**config.mk**
```make
export PLATFORM = sky130hd
export DESIGN_NAME = bounded_ordered_list_engine
export DESIGN_NICKNAME = d
export VERILOG_FILES = /design/src/design/blo_pkg.sv /design/src/design/blo_unit.sv /design/src/design/bounded_ordered_list_engine.sv
export SDC_FILE = /design/constraint.sdc
export NUM_CORES = 1
export LEC_CHECK = 0
export BUFFER_PORTS_ARGS = -buffer_cell sky130_fd_sc_hd__buf_2
export CAP_MARGIN = 10
export CORE_UTILIZATION = 56
export CTS_CLUSTER_DIAMETER = 200
export DETAILED_ROUTE_END_ITERATION = 8
export MAX_ROUTING_LAYER = met4
export PLACE_DENSITY = 0.84
export SLEW_MARGIN = 20
export SYNTH_ARGS = -nofsm -noshare
export SYNTH_HDL_FRONTEND = slang
export SYNTH_SLANG_ARGS = --single-unit
```
**constraint.sdc**
```tcl
create_clock -name i_clk -period 4.78 [get_ports i_clk]
set_clock_uncertainty 0.1 [all_clocks]
set_input_delay 0.478 -clock i_clk [delete_from_list [all_inputs] [get_ports i_clk]]
set_output_delay 0.478 -clock i_clk [all_outputs]
set_load 0.01 [all_outputs]
```
**src/design/blo_pkg.sv**
```systemverilog
// Shared types and codes for the bounded ordered list engine.
`timescale 1ns / 1ps

package blo_pkg;

    localparam int DATA_W = 32;
    localparam int CMD_W  = 4;
    localparam int KIND_W = 3;
    localparam int POS_W  = 8;

    localparam logic [CMD_W-1:0] CMD_PUSH_BACK  = 4'd0;
    localparam logic [CMD_W-1:0] CMD_PUSH_FRONT = 4'd1;
    localparam logic [CMD_W-1:0] CMD_POP_BACK   = 4'd2;
    localparam logic [CMD_W-1:0] CMD_POP_FRONT  = 4'd3;
    localparam logic [CMD_W-1:0] CMD_REMOVE     = 4'd4;
    localparam logic [CMD_W-1:0] CMD_CLEAR      = 4'd5;
    localparam logic [CMD_W-1:0] CMD_SIZE       = 4'd6;
    localparam logic [CMD_W-1:0] CMD_GET        = 4'd7;
    localparam logic [CMD_W-1:0] CMD_PRINT      = 4'd8;

    localparam logic [KIND_W-1:0] KIND_SIZE        = 3'd0;
    localparam logic [KIND_W-1:0] KIND_GET         = 3'd1;
    localparam logic [KIND_W-1:0] KIND_GET_ERR     = 3'd2;
    localparam logic [KIND_W-1:0] KIND_PRINT_ELEM  = 3'd3;
    localparam logic [KIND_W-1:0] KIND_PRINT_EMPTY = 3'd4;

    typedef enum logic [4:0] {
        S_IDLE  = 5'b00001,
        S_GET   = 5'b00010,
        S_PRINT = 5'b00100,
        S_SCAN  = 5'b01000,
        S_SHIFT = 5'b10000
    } t_state;

endpackage

```
**src/design/blo_unit.sv**
```systemverilog
// Shared ring address adder and element comparator.
`timescale 1ns / 1ps

module blo_unit #(
    parameter int CAPACITY = 32
) (
    input  logic [$clog2(CAPACITY)-1:0]        i_base,
    input  logic [$clog2(CAPACITY)-1:0]        i_ofs,
    output logic [$clog2(CAPACITY)-1:0]        o_addr,
    input  logic signed [blo_pkg::DATA_W-1:0]  i_lhs,
    input  logic signed [blo_pkg::DATA_W-1:0]  i_rhs,
    output logic                               o_equal
);

    localparam int AW = $clog2(CAPACITY);
    localparam logic [AW:0] CAP_EXT = (AW+1)'(CAPACITY);

    logic [AW:0] sum;
    logic [AW:0] sum_wrap;

    // both operands are below CAPACITY, so one subtract folds the sum back
    assign sum      = {1'b0, i_base} + {1'b0, i_ofs};
    assign sum_wrap = sum - CAP_EXT;
    assign o_addr   = (sum >= CAP_EXT) ? sum_wrap[AW-1:0] : sum[AW-1:0];
    assign o_equal  = (i_lhs == i_rhs);

endmodule

```
**src/design/bounded_ordered_list_engine.sv**
```systemverilog
// Top level: deque of signed values in a ring memory, run by a small sequencer.
`timescale 1ns / 1ps

//  channel   signals                                             direction
//  request   start, busy, i_command, i_item_value, i_position    in (busy out)
//  reply     o_valid, o_reply_kind, o_reply_value, o_last_of_run out
//
//  Push, pop and clear finish without leaving idle; size replies in the cycle after the request.
//  Get: one read of the memory read port, then the reply.
//  Print sends one element per cycle off the memory read port.
//  Remove runs a scan, then a one-slot shift per cycle.
//  Reset clears the count; the memory holds garbage until written. Replies cannot be stalled.

module bounded_ordered_list_engine #(
    parameter int CAPACITY = 32
) (
    input  logic                                  i_clk,
    input  logic                                  i_rst_n,
    input  logic                                  start,
    input  logic [blo_pkg::CMD_W-1:0]             i_command,
    input  logic signed [blo_pkg::DATA_W-1:0]     i_item_value,
    input  logic [blo_pkg::POS_W-1:0]             i_position,
    output logic                                  busy,
    output logic                                  o_valid,
    output logic [blo_pkg::KIND_W-1:0]            o_reply_kind,
    output logic signed [blo_pkg::DATA_W-1:0]     o_reply_value,
    output logic                                  o_last_of_run
);

    localparam int AW = $clog2(CAPACITY);
    localparam int CW = $clog2(CAPACITY + 1);
    localparam int DW = blo_pkg::DATA_W;
    localparam int PW = blo_pkg::POS_W + 1;
    localparam logic [AW-1:0] OFS_ONE  = AW'(1);
    localparam logic [AW-1:0] OFS_BACK = AW'(CAPACITY - 1);
    localparam logic [CW-1:0] CNT_FULL = CW'(CAPACITY);
    localparam logic [CW-1:0] CNT_ONE  = CW'(1);

    blo_pkg::t_state r_state, n_state;
    logic [AW-1:0]   r_head, n_head;
    logic [CW-1:0]   r_count, n_count;
    logic [AW-1:0]   r_rptr, n_rptr;
    logic [AW-1:0]   r_wptr, n_wptr;
    logic [CW-1:0]   r_left, n_left;
    logic signed [DW-1:0] r_val, n_val;

    logic signed [DW-1:0] mem [CAPACITY];
    logic signed [DW-1:0] r_rdata;
    logic                 rd_en;
    logic                 wr_en;
    logic [AW-1:0]        wr_addr;
    logic signed [DW-1:0] wr_data;

    logic [AW-1:0] u_base;
    logic [AW-1:0] u_ofs;
    logic [AW-1:0] u_addr;
    logic          u_equal;

    logic                  accept;
    logic                  r_valid, n_valid;
    logic [blo_pkg::KIND_W-1:0] n_kind;
    logic signed [DW-1:0]  n_value;
    logic                  n_last;

    blo_unit #(
        .CAPACITY (CAPACITY)
    ) u_unit (
        .i_base  (u_base),
        .i_ofs   (u_ofs),
        .o_addr  (u_addr),
        .i_lhs   (r_rdata),
        .i_rhs   (r_val),
        .o_equal (u_equal)
    );

    assign busy    = (r_state != blo_pkg::S_IDLE);
    assign accept  = start && !busy;
    assign o_valid = r_valid;

    always_comb begin
        n_state = r_state;
        n_head  = r_head;
        n_count = r_count;
        n_rptr  = r_rptr;
        n_wptr  = r_wptr;
        n_left  = r_left;
        n_val   = r_val;
        rd_en   = 1'b0;
        wr_en   = 1'b0;
        wr_addr = u_addr;
        wr_data = i_item_value;
        u_base  = r_head;
        u_ofs   = '0;
        n_valid = 1'b0;
        n_kind  = blo_pkg::KIND_SIZE;
        n_value = '0;
        n_last  = 1'b1;

        unique case (r_state)
            blo_pkg::S_IDLE: begin
                if (accept) begin
                    n_val = i_item_value;
                    unique case (i_command)
                        blo_pkg::CMD_PUSH_BACK: begin
                            u_ofs = r_count[AW-1:0];
                            if (r_count < CNT_FULL) begin
                                wr_en   = 1'b1;
                                n_count = r_count + CNT_ONE;
                            end
                        end
                        blo_pkg::CMD_PUSH_FRONT: begin
                            u_ofs = OFS_BACK;
                            if (r_count < CNT_FULL) begin
                                wr_en   = 1'b1;
                                n_head  = u_addr;
                                n_count = r_count + CNT_ONE;
                            end
                        end
                        blo_pkg::CMD_POP_BACK: begin
                            if (r_count != '0) n_count = r_count - CNT_ONE;
                        end
                        blo_pkg::CMD_POP_FRONT: begin
                            u_ofs = OFS_ONE;
                            if (r_count != '0) begin
                                n_head  = u_addr;
                                n_count = r_count - CNT_ONE;
                            end
                        end
                        blo_pkg::CMD_REMOVE: begin
                            if (r_count != '0) begin
                                rd_en   = 1'b1;
                                n_rptr  = u_addr;
                                n_left  = r_count - CNT_ONE;
                                n_state = blo_pkg::S_SCAN;
                            end
                        end
                        blo_pkg::CMD_CLEAR: begin
                            n_count = '0;
                        end
                        blo_pkg::CMD_SIZE: begin
                            n_valid = 1'b1;
                            n_kind  = blo_pkg::KIND_SIZE;
                            n_value = DW'(r_count);
                        end
                        blo_pkg::CMD_GET: begin
                            u_ofs = i_position[AW-1:0];
                            if (PW'(i_position) < PW'(r_count)) begin
                                rd_en   = 1'b1;
                                n_state = blo_pkg::S_GET;
                            end else begin
                                n_valid = 1'b1;
                                n_kind  = blo_pkg::KIND_GET_ERR;
                            end
                        end
                        blo_pkg::CMD_PRINT: begin
                            if (r_count == '0) begin
                                n_valid = 1'b1;
                                n_kind  = blo_pkg::KIND_PRINT_EMPTY;
                            end else begin
                                rd_en   = 1'b1;
                                n_rptr  = u_addr;
                                n_left  = r_count - CNT_ONE;
                                n_state = blo_pkg::S_PRINT;
                            end
                        end
                        default: ;
                    endcase
                end
            end
            blo_pkg::S_GET: begin
                n_valid = 1'b1;
                n_kind  = blo_pkg::KIND_GET;
                n_value = r_rdata;
                n_state = blo_pkg::S_IDLE;
            end
            blo_pkg::S_PRINT: begin
                u_base  = r_rptr;
                u_ofs   = OFS_ONE;
                n_valid = 1'b1;
                n_kind  = blo_pkg::KIND_PRINT_ELEM;
                n_value = r_rdata;
                n_last  = (r_left == '0);
                if (r_left == '0) begin
                    n_state = blo_pkg::S_IDLE;
                end else begin
                    rd_en  = 1'b1;
                    n_rptr = u_addr;
                    n_left = r_left - CNT_ONE;
                end
            end
            blo_pkg::S_SCAN: begin
                u_base = r_rptr;
                u_ofs  = OFS_ONE;
                if (r_left == '0) begin
                    if (u_equal) n_count = r_count - CNT_ONE;
                    n_state = blo_pkg::S_IDLE;
                end else begin
                    rd_en  = 1'b1;
                    n_rptr = u_addr;
                    n_left = r_left - CNT_ONE;
                    if (u_equal) begin
                        // matched slot becomes the first hole to fill
                        n_wptr  = r_rptr;
                        n_state = blo_pkg::S_SHIFT;
                    end
                end
            end
            blo_pkg::S_SHIFT: begin
                u_base  = r_rptr;
                u_ofs   = OFS_ONE;
                wr_en   = 1'b1;
                wr_addr = r_wptr;
                wr_data = r_rdata;
                n_wptr  = r_rptr;
                if (r_left == '0) begin
                    n_count = r_count - CNT_ONE;
                    n_state = blo_pkg::S_IDLE;
                end else begin
                    rd_en  = 1'b1;
                    n_rptr = u_addr;
                    n_left = r_left - CNT_ONE;
                end
            end
            default: n_state = blo_pkg::S_IDLE;
        endcase
    end

    always_ff @(posedge i_clk) begin
        if (!i_rst_n) begin
            r_state <= blo_pkg::S_IDLE;
            r_head  <= '0;
            r_count <= '0;
            r_valid <= 1'b0;
        end else begin
            r_state <= n_state;
            r_head  <= n_head;
            r_count <= n_count;
            r_valid <= n_valid;
        end
    end

    always_ff @(posedge i_clk) begin
        r_rptr        <= n_rptr;
        r_wptr        <= n_wptr;
        r_left        <= n_left;
        r_val         <= n_val;
        o_reply_kind  <= n_kind;
        o_reply_value <= n_value;
        o_last_of_run <= n_last;
    end

    always_ff @(posedge i_clk) begin
        if (wr_en) mem[wr_addr] <= wr_data;
        if (rd_en) r_rdata <= mem[u_addr];
    end

    a_count_bound: assert property (@(posedge i_clk) disable iff (!i_rst_n)
        r_count <= CNT_FULL)
        else $error("element count above capacity");

    a_mid_print: assert property (@(posedge i_clk) disable iff (!i_rst_n)
        o_valid && !o_last_of_run |-> $past(r_state == blo_pkg::S_PRINT))
        else $error("non-final reply outside a print run");

    a_size_reply: assert property (@(posedge i_clk) disable iff (!i_rst_n)
        accept && i_command == blo_pkg::CMD_SIZE |=> o_valid && o_last_of_run)
        else $error("size request gave no reply");

    a_remove_quiet: assert property (@(posedge i_clk) disable iff (!i_rst_n)
        r_state == blo_pkg::S_SCAN || r_state == blo_pkg::S_SHIFT |=> !o_valid)
        else $error("reply during remove");

    a_no_grow_remove: assert property (@(posedge i_clk) disable iff (!i_rst_n)
        r_state == blo_pkg::S_SCAN || r_state == blo_pkg::S_SHIFT
        |=> r_count <= $past(r_count))
        else $error("remove grew the list");

endmodule
```
==> impl_results.md, run 1 <==
- Crit path DAT: between 5000 and 6000 ps
- DR iter-0 viols: between 3000 and 4000
- CP max FO: about 120
- Most frequent cells in the layout: edfxtp_1 (1104), mux4_2 (256), mux2i_1 (197), nand2_1 (116), clkbuf_16 (107)
- Worst skew pair latency: 710 ps
- PD cells: approximately 380 nW/um^2
- Global-route wire length before repair: about 170000 um
- Max Slew Vio Count: 0
- Core box area: roughly 80000 sq um
- Area after DPL: 48400 sq um
- Die Width: approximately 290 um
- Post-DRT Antenna Nets: 0
- Nets: between 2000 and 3000
- CP Launch Type: flop
- Top post-synthesis cells by area: edfxtp_1 (73%), mux4_2 (13%), mux2i_1 (4.3%), dfxtp_1 (2.3%), nand2_1 (1.0%)
- Register area share after synthesis: ~75%
- Worst-path clk slew: ~70 ps
- Final hold violations: 0
- Drt first pass iters: 6
- Finished Cell Area: roughly 52000 sq um
- Synth Flop Type: edfxtp_1
- Hold Crit Class: in2reg
- Post-synth EDFFs: around 1100
- Post-layout minimum cycle time: ~4700 ps
- Status: complete, no violations
- Share of the synthesized area in the top cell type: between 70 and 80%
- Input/output buffers: 84
- GRT Util Overall: a little under a third
- Max Cap Viol: 0
- Post-Syn Area per Cell: just over 20 sq um
- Layout cells sized above 1: between 20% and 30%
- Slew HR: between 10% and 20%
- Commonest non-fill, non-tap cell in the layout: edfxtp_1
- Maximum clock frequency: around 210 MHz
- Synth unique cells: 64
- Area grow syn2layout: 14.9%
- Synthesized flop and latch total: roughly 1200
- WP data required: 5130 ps
- Biggest area consumer among synthesized cells: edfxtp_1
- Post-Syn Area: 45500 sq um
- Critical Setup Path Class: reg2reg
- CTS Buffer Depth: 3
- CTS Root Cell: clkbuf_16
- # IOs: 85
- Routed wire per std cell: roughly 34 um
- Final period util: 98.1%
- TritonCTS Buffers: around 110
- Yosys synthesis warning count: 0
- Die height: about 290 um
- Clock Sinks: ~1200
- Overflow after GRT: 0
- Leakage: about 17 nW
- Final GP Congestion: 0.893
- Via density: about 6.7
- DP HPWL: between 60000 and 70000 um
- Largest net degree at the start of global routing: roughly 130
- Final setup viols: 0
- Final wirelength: approximately 120000 um
- Unrepaired setup endpoints after global routing: no
- Max H-tree Level: 3
- Vias in the first global route: approximately 25000
- Syn Nets: between 2000 and 2500
- Ys async rst share: 0%
- Initial Utilization: a little under three fifths
- Cell Rows: around 100
- Full die area: ~82000 sq um
- Max IR drop VDD: about 0.4 mV
- Via count: around 24000
- CTS tree: built
- Drt drc: 0
- Setup crit end kind: flop
- Setup TNS: 0 ps
- Worst Tran Pin Value: approximately 1200 ps
- Post-Syn Instances: ~2200
- Initial antenna violation count: 4
## worst paths after layout
| kind | startpoint | slack, ps | end | depth (start not counted) |
|---|---|---|---|---|
| worst max-delay path | r_state[3] | 90 | r_rdata[15] | 11 |
| worst min register to register | r_rptr[3] | 350 | r_wptr[3] | 0 |
| worst max register to register | r_state[3] | 90 | r_rdata[15] | 11 |
| worst min-delay path | i_command[0] | 40 | o_reply_kind[1] | 3 |
## metrics by stage
step	setup WS (ps)	utilization, %	hold WS (ps)	total power, mW	std cells
after CTS	68.6	64.8	15.1	20.1	3598
after global routing	4.78	65.0	38.0	20.5	3615
after global placement	49.4	60.2	346	11.9	3365
final	89.2	65.0	42.4	20.1	3616
after floorplan	-429	-	322	11.7	2212
after detailed placement	65.9	60.2	347	11.9	3365
## metal layers
metal	vias up	share of wire (%)	track usage, %
met5	-	0	-
met4	0	6.0	15.2
met3	389	12	7.08
met2	2014	49	48.1
met1	12400	33	36.5
li1	9500	-	-
## worst max-delay path, cell delays in order, from the launching register on
cell	delay (ps)
dfxtp_1	580
xor2_2	160
o211ai_4	230
mux2_2	380
ha_4	170
fa_4	840
buf_4	170
buf_16	410
mux4_2	420
mux2i_1	220
mux2i_1	170
mux2_2	340
## logic make-up (layout without fill, tap and decap cells)
group,after synthesis,count (layout),share of synthesized area [%]
simple gates,291,291,2.94
flops,1157,1157,75.2
buf+inv,127,466,1.21
compound gates,86,86,1.29
other cells,0,5,0
fa+ha+maj,15,15,0.429
mux,491,491,18.1
xor+xnor,45,45,0.913
## cells in the mapped netlist (4+ instances only)
cell type     n
xnor2_1      40
clkbuf_1     61
a22o_1        6
mux2i_1     197
nand4_1      15
a211oi_1      4
nor2_1       74
buf_1         5
buf_2        37
nand3_1      12
mux2_2       23
o31ai_1       4
dfxtp_1      53
nand2_1     122
nor2b_1       5
a21oi_1      30
and2_1       27
mux4_2      256
nand2b_1      4
ha_1         14
nor3_1       11
edfxtp_1   1104
inv_1        18
mux2_4       15
o21ai_0      14
## registers in the layout, summed over array words and instances, names as in the netlist
register,cells
mem,1024
o_last_of_run,1
o_reply_kind,3
o_reply_value,32
o_valid,1
r_count,6
r_head,5
r_left,6
r_rdata,32
r_rptr,5
r_state,5
r_val,32
r_wptr,5
## timing repair
item,CTS,global route
endpoints found under the setup margin,0,71
hold buffers,32,0
hold endpoints to repair,32,0
resized for setup,0,2
buffers inserted,0,12
## power by group
part	switching, mW	leakage (nW)	internal (mW)
Combinational	0.385	4.82	0.213
Sequential	0.0234	10.4	11.1
Clock	3.81	1.63	4.50
Total	4.22	16.8	15.9
## area by class of cell
| type | instances | area [sq um] |
|---|---|---|
| Antenna cell | 5 | 12.5 |
| Clock buffer | 138 | 2830 |
| Clock inverter | 63 | 574 |
| Fill cell | 4836 | 28100 |
| Inverter | 19 | 71.3 |
| Multi-Input combinational cell | 928 | 11100 |
| Sequential cell | 1157 | 34200 |
| Tap cell | 1060 | 1330 |
| Timing Repair Buffer | 246 | 2170 |
Power figures use the tool's default switching activity.
==> run 2: changes to the inputs <==
--- a/config.mk
+++ b/config.mk
@@ -11,7 +11,7 @@
 export CTS_CLUSTER_DIAMETER = 200
 export DETAILED_ROUTE_END_ITERATION = 8
 export MAX_ROUTING_LAYER = met4
-export PLACE_DENSITY = 0.84
+export PLACE_DENSITY = 0.75
 export SLEW_MARGIN = 20
 export SYNTH_ARGS = -nofsm -noshare
 export SYNTH_HDL_FRONTEND = slang
==> run 2 against run 1 <==
Via count shrank 4.3%. Fmax is 4.5% higher. Total power decreased by 0.15%. Die area stayed put. Sequential cell count did not move. Hold slack improved by 26 ps.
==> impl_results.md, run 2 (same netlist as run 1, synthesis figures left out) <==
- Status: complete, no violations (unchanged)
- GRT Util Overall: 28.2% (was 30.2%)
- Drt drc: 0 (unchanged)
- Commonest non-fill, non-tap cell in the layout: edfxtp_1 (unchanged)
- Post-layout minimum cycle time: 4490 ps (was 4690 ps)
- Final period util: 94.0% (was 98.1%)
- Layout cells sized above 1: 27.3% (was 27.9%)
- Area grow syn2layout: 14.9% (about the same)
- Slew HR: 18.7% (was 19.0%)
- Full die area: 82400 sq um (unchanged)
- Finished Cell Area: 52300 sq um (about the same)
- DP HPWL: 65100 um (was 66400 um)
- Max H-tree Level: 3 (unchanged)
- Unrepaired setup endpoints after global routing: no (unchanged)
- Critical Setup Path Class: reg2reg (unchanged)
- Routed wire per std cell: 30.9 um (was 33.5 um)
- Worst Tran Pin Value: 1220 ps (was 1210 ps)
- Nets: 2507 (was 2521)
- Initial Utilization: 56.6% (unchanged)
- Final wirelength: 111000 um (was 121000 um)
- Worst-path clk slew: 60 ps (was 70 ps)
- Crit path DAT: 4790 ps (was 5040 ps)
- Sw frac: 19.9% (was 21.0%)
- Input/output buffers: 84 (unchanged)
- Slowest-stage cell, CP: dfxtp_1 (was fa_4)
- Worst path buffer plus inverter count: 3 (was 2)
- TritonCTS Buffers: 109 (was 107)
- CTS Buffer Depth: 3 (unchanged)
- Final WS setup: 289 ps (was 89.2 ps)
- Via count: 23200 (was 24300)
- Via density: 6.46 (was 6.71)
- CTS tree: built (unchanged)
- CP most frequent cell: buf_4
- Worst-path cell chain: xor2_2 > o211ai_4 > buf_4 > mux2_2 > fa_4 > a21o_1 > a21oi_1 > xnor3_2 > buf_4 > a21oi_2 > nor2_4 > buf_4 (was xor2_2 > o211ai_4 > mux2_2 > ha_4 > fa_4 > buf_4 > buf_16 > mux4_2 > mux2i_1 > mux2i_1 > mux2_2)
- Largest register FFs: 1024 (unchanged)
- Post-CTS sizing: 0 (unchanged)
- Max IR drop VDD: 0.436 mV (was 0.401 mV)
- CTS Root Cell: clkbuf_16 (unchanged)
- Slowest stage delay, CP: 600 ps (was 840 ps)
- Max Cap Viol: 0 (unchanged)
- Cell Rows: 104 (unchanged)
- Largest net degree at the start of global routing: 66 (was 125)
- Reg power frac: 55.7% (was 55.6%)
- Setup TNS: 0 ps (unchanged)
- CP max FO: 14 (was 124)
- Largest Register: mem (unchanged)
- Global-route wire length before repair: 160000 um (was 171000 um)
- Switch Pwr: 4.00 mW (was 4.22 mW)
- Clk network pwr share: 41.4% (about the same)
- Die height: 287 um (unchanged)
- Core Util, Final: 65.0% (about the same)
- PD cells: 383 nW/um^2 (was 384 nW/um^2)
- Tot Pwr: 20.0 mW (was 20.1 mW)
- Final GP Congestion: 0.910 (was 0.893)
- Filler cell count: 5078 (was 4836)
- Initial antenna violation count: 2 (was 4)
- Leakage: 16.8 nW (about the same)
- Area after DPL: 48500 sq um (was 48400 sq um)
- Final hold violations: 0 (unchanged)
- Hold Crit Class: in2reg (unchanged)
- Most frequent cells in the layout: edfxtp_1 (1104), mux4_2 (256), mux2i_1 (197), nand2_1 (118), clkbuf_16 (112) (was edfxtp_1 (1104), mux4_2 (256), mux2i_1 (197), nand2_1 (116), clkbuf_16 (107))
- Post-DRT Antenna Nets: 0 (unchanged)
- Worst skew pair latency: 670 ps (was 710 ps)
- Gate power share: 2.9% (was 3.0%)
- Clock Sinks: 1157 (unchanged)
- DR iter-0 viols: 2985 (was 3476)
- WP data required: 5080 ps (was 5130 ps)
- Die Width: 287 um (unchanged)
- Post-CTS Hold Fix Bufs: 32 (unchanged)
- DP Worst Slack: 315 ps (was 65.9 ps)
- Vias in the first global route: 23500 (was 24800)
- Core box area: 80400 sq um (unchanged)
- CP Launch Type: flop (unchanged)
- Post-CTS Setup Bufs: 0 (unchanged)
- Setup crit end kind: flop (unchanged)
- # IOs: 85 (unchanged)
- CP top delay family: compound AO/OA/AOI/OAI gates (was multiplexers)
- Overflow after GRT: 0 (unchanged)
- Maximum clock frequency: 223 MHz (was 213 MHz)
- Int Pwr: 16.1 mW (was 15.9 mW)
- Final setup viols: 0 (unchanged)
- Max Slew Vio Count: 0 (unchanged)
- Drt first pass iters: 5 (was 6)
run 2: cell count changes in the layout (fill, tap and decap cells not counted), sizes merged:
cell / before / now
clkinvlp: 6 / 3
bufinv: 5 / 7
inv: 22 / 20
diode: 5 / 1
clkbuf: 138 / 145
buf: 214 / 198
clkinv: 49 / 44
run 2: final timing paths:
| check | startpoint | endpoint | slack [ps] | cells after the start |
|---|---|---|---|---|
| max reg2reg | r_state[3] | mem[14][1] | 290 | 12 |
| max | r_state[3] | mem[14][1] | 290 | 12 |
| min reg2reg | r_rptr[4] | r_wptr[4] | 360 | 0 |
| min | i_command[0] | o_reply_kind[1] | 70 | 3 |
run 2: worst register-to-register path, stage by stage (launching register included):
cell	delay (ps)
dfxtp_1	600
xor2_2	150
o211ai_4	210
buf_4	250
mux2_2	380
fa_4	460
a21o_1	170
a21oi_1	160
xnor3_2	560
buf_4	270
a21oi_2	490
nor2_4	170
buf_4	270
run 2: power by group through the flow:
stage | clock network, mW | logic, mW | registers (mW)
2_1_floorplan | 0 | 0.352 | 11.4
3_3_place_gp | 0 | 0.540 | 11.4
3_5_place_dp | 0 | 0.558 | 11.4
4_1_cts | 8.38 | 0.581 | 11.2
5_1_grt | 8.74 | 0.622 | 11.2
6_report | 8.30 | 0.587 | 11.2
run 2: cell type report:
class                           instances  area, sq um  area share (%)
Clock inverter                         55          464           0.888
Sequential cell                      1157        34200            65.4
Inverter                               19         71.3           0.136
Antenna cell                            1         2.50         0.00479
Timing Repair Buffer                  230         2200            4.20
Clock buffer                          145         2950            5.64
Multi-Input combinational cell        928        11100            21.2
Tap cell                             1060         1330            2.54
run 2: layer usage:
metal  vias to the layer above  routed length, um  GRT usage (%)
met5                         -                  0              -
met4                         0               4030           10.8
met3                       242              10800           4.74
met2                      1445              55100           44.5
met1                     12000              41100           37.3
li1                       9492                  -              -
run 2: per-stage QoR:
step	hold slack, ps	std cells
floorplan	322	2212
global placement	342	3362
detailed placement	350	3362
CTS	36.1	3594
global route	66.6	3595
finish	68.3	3595
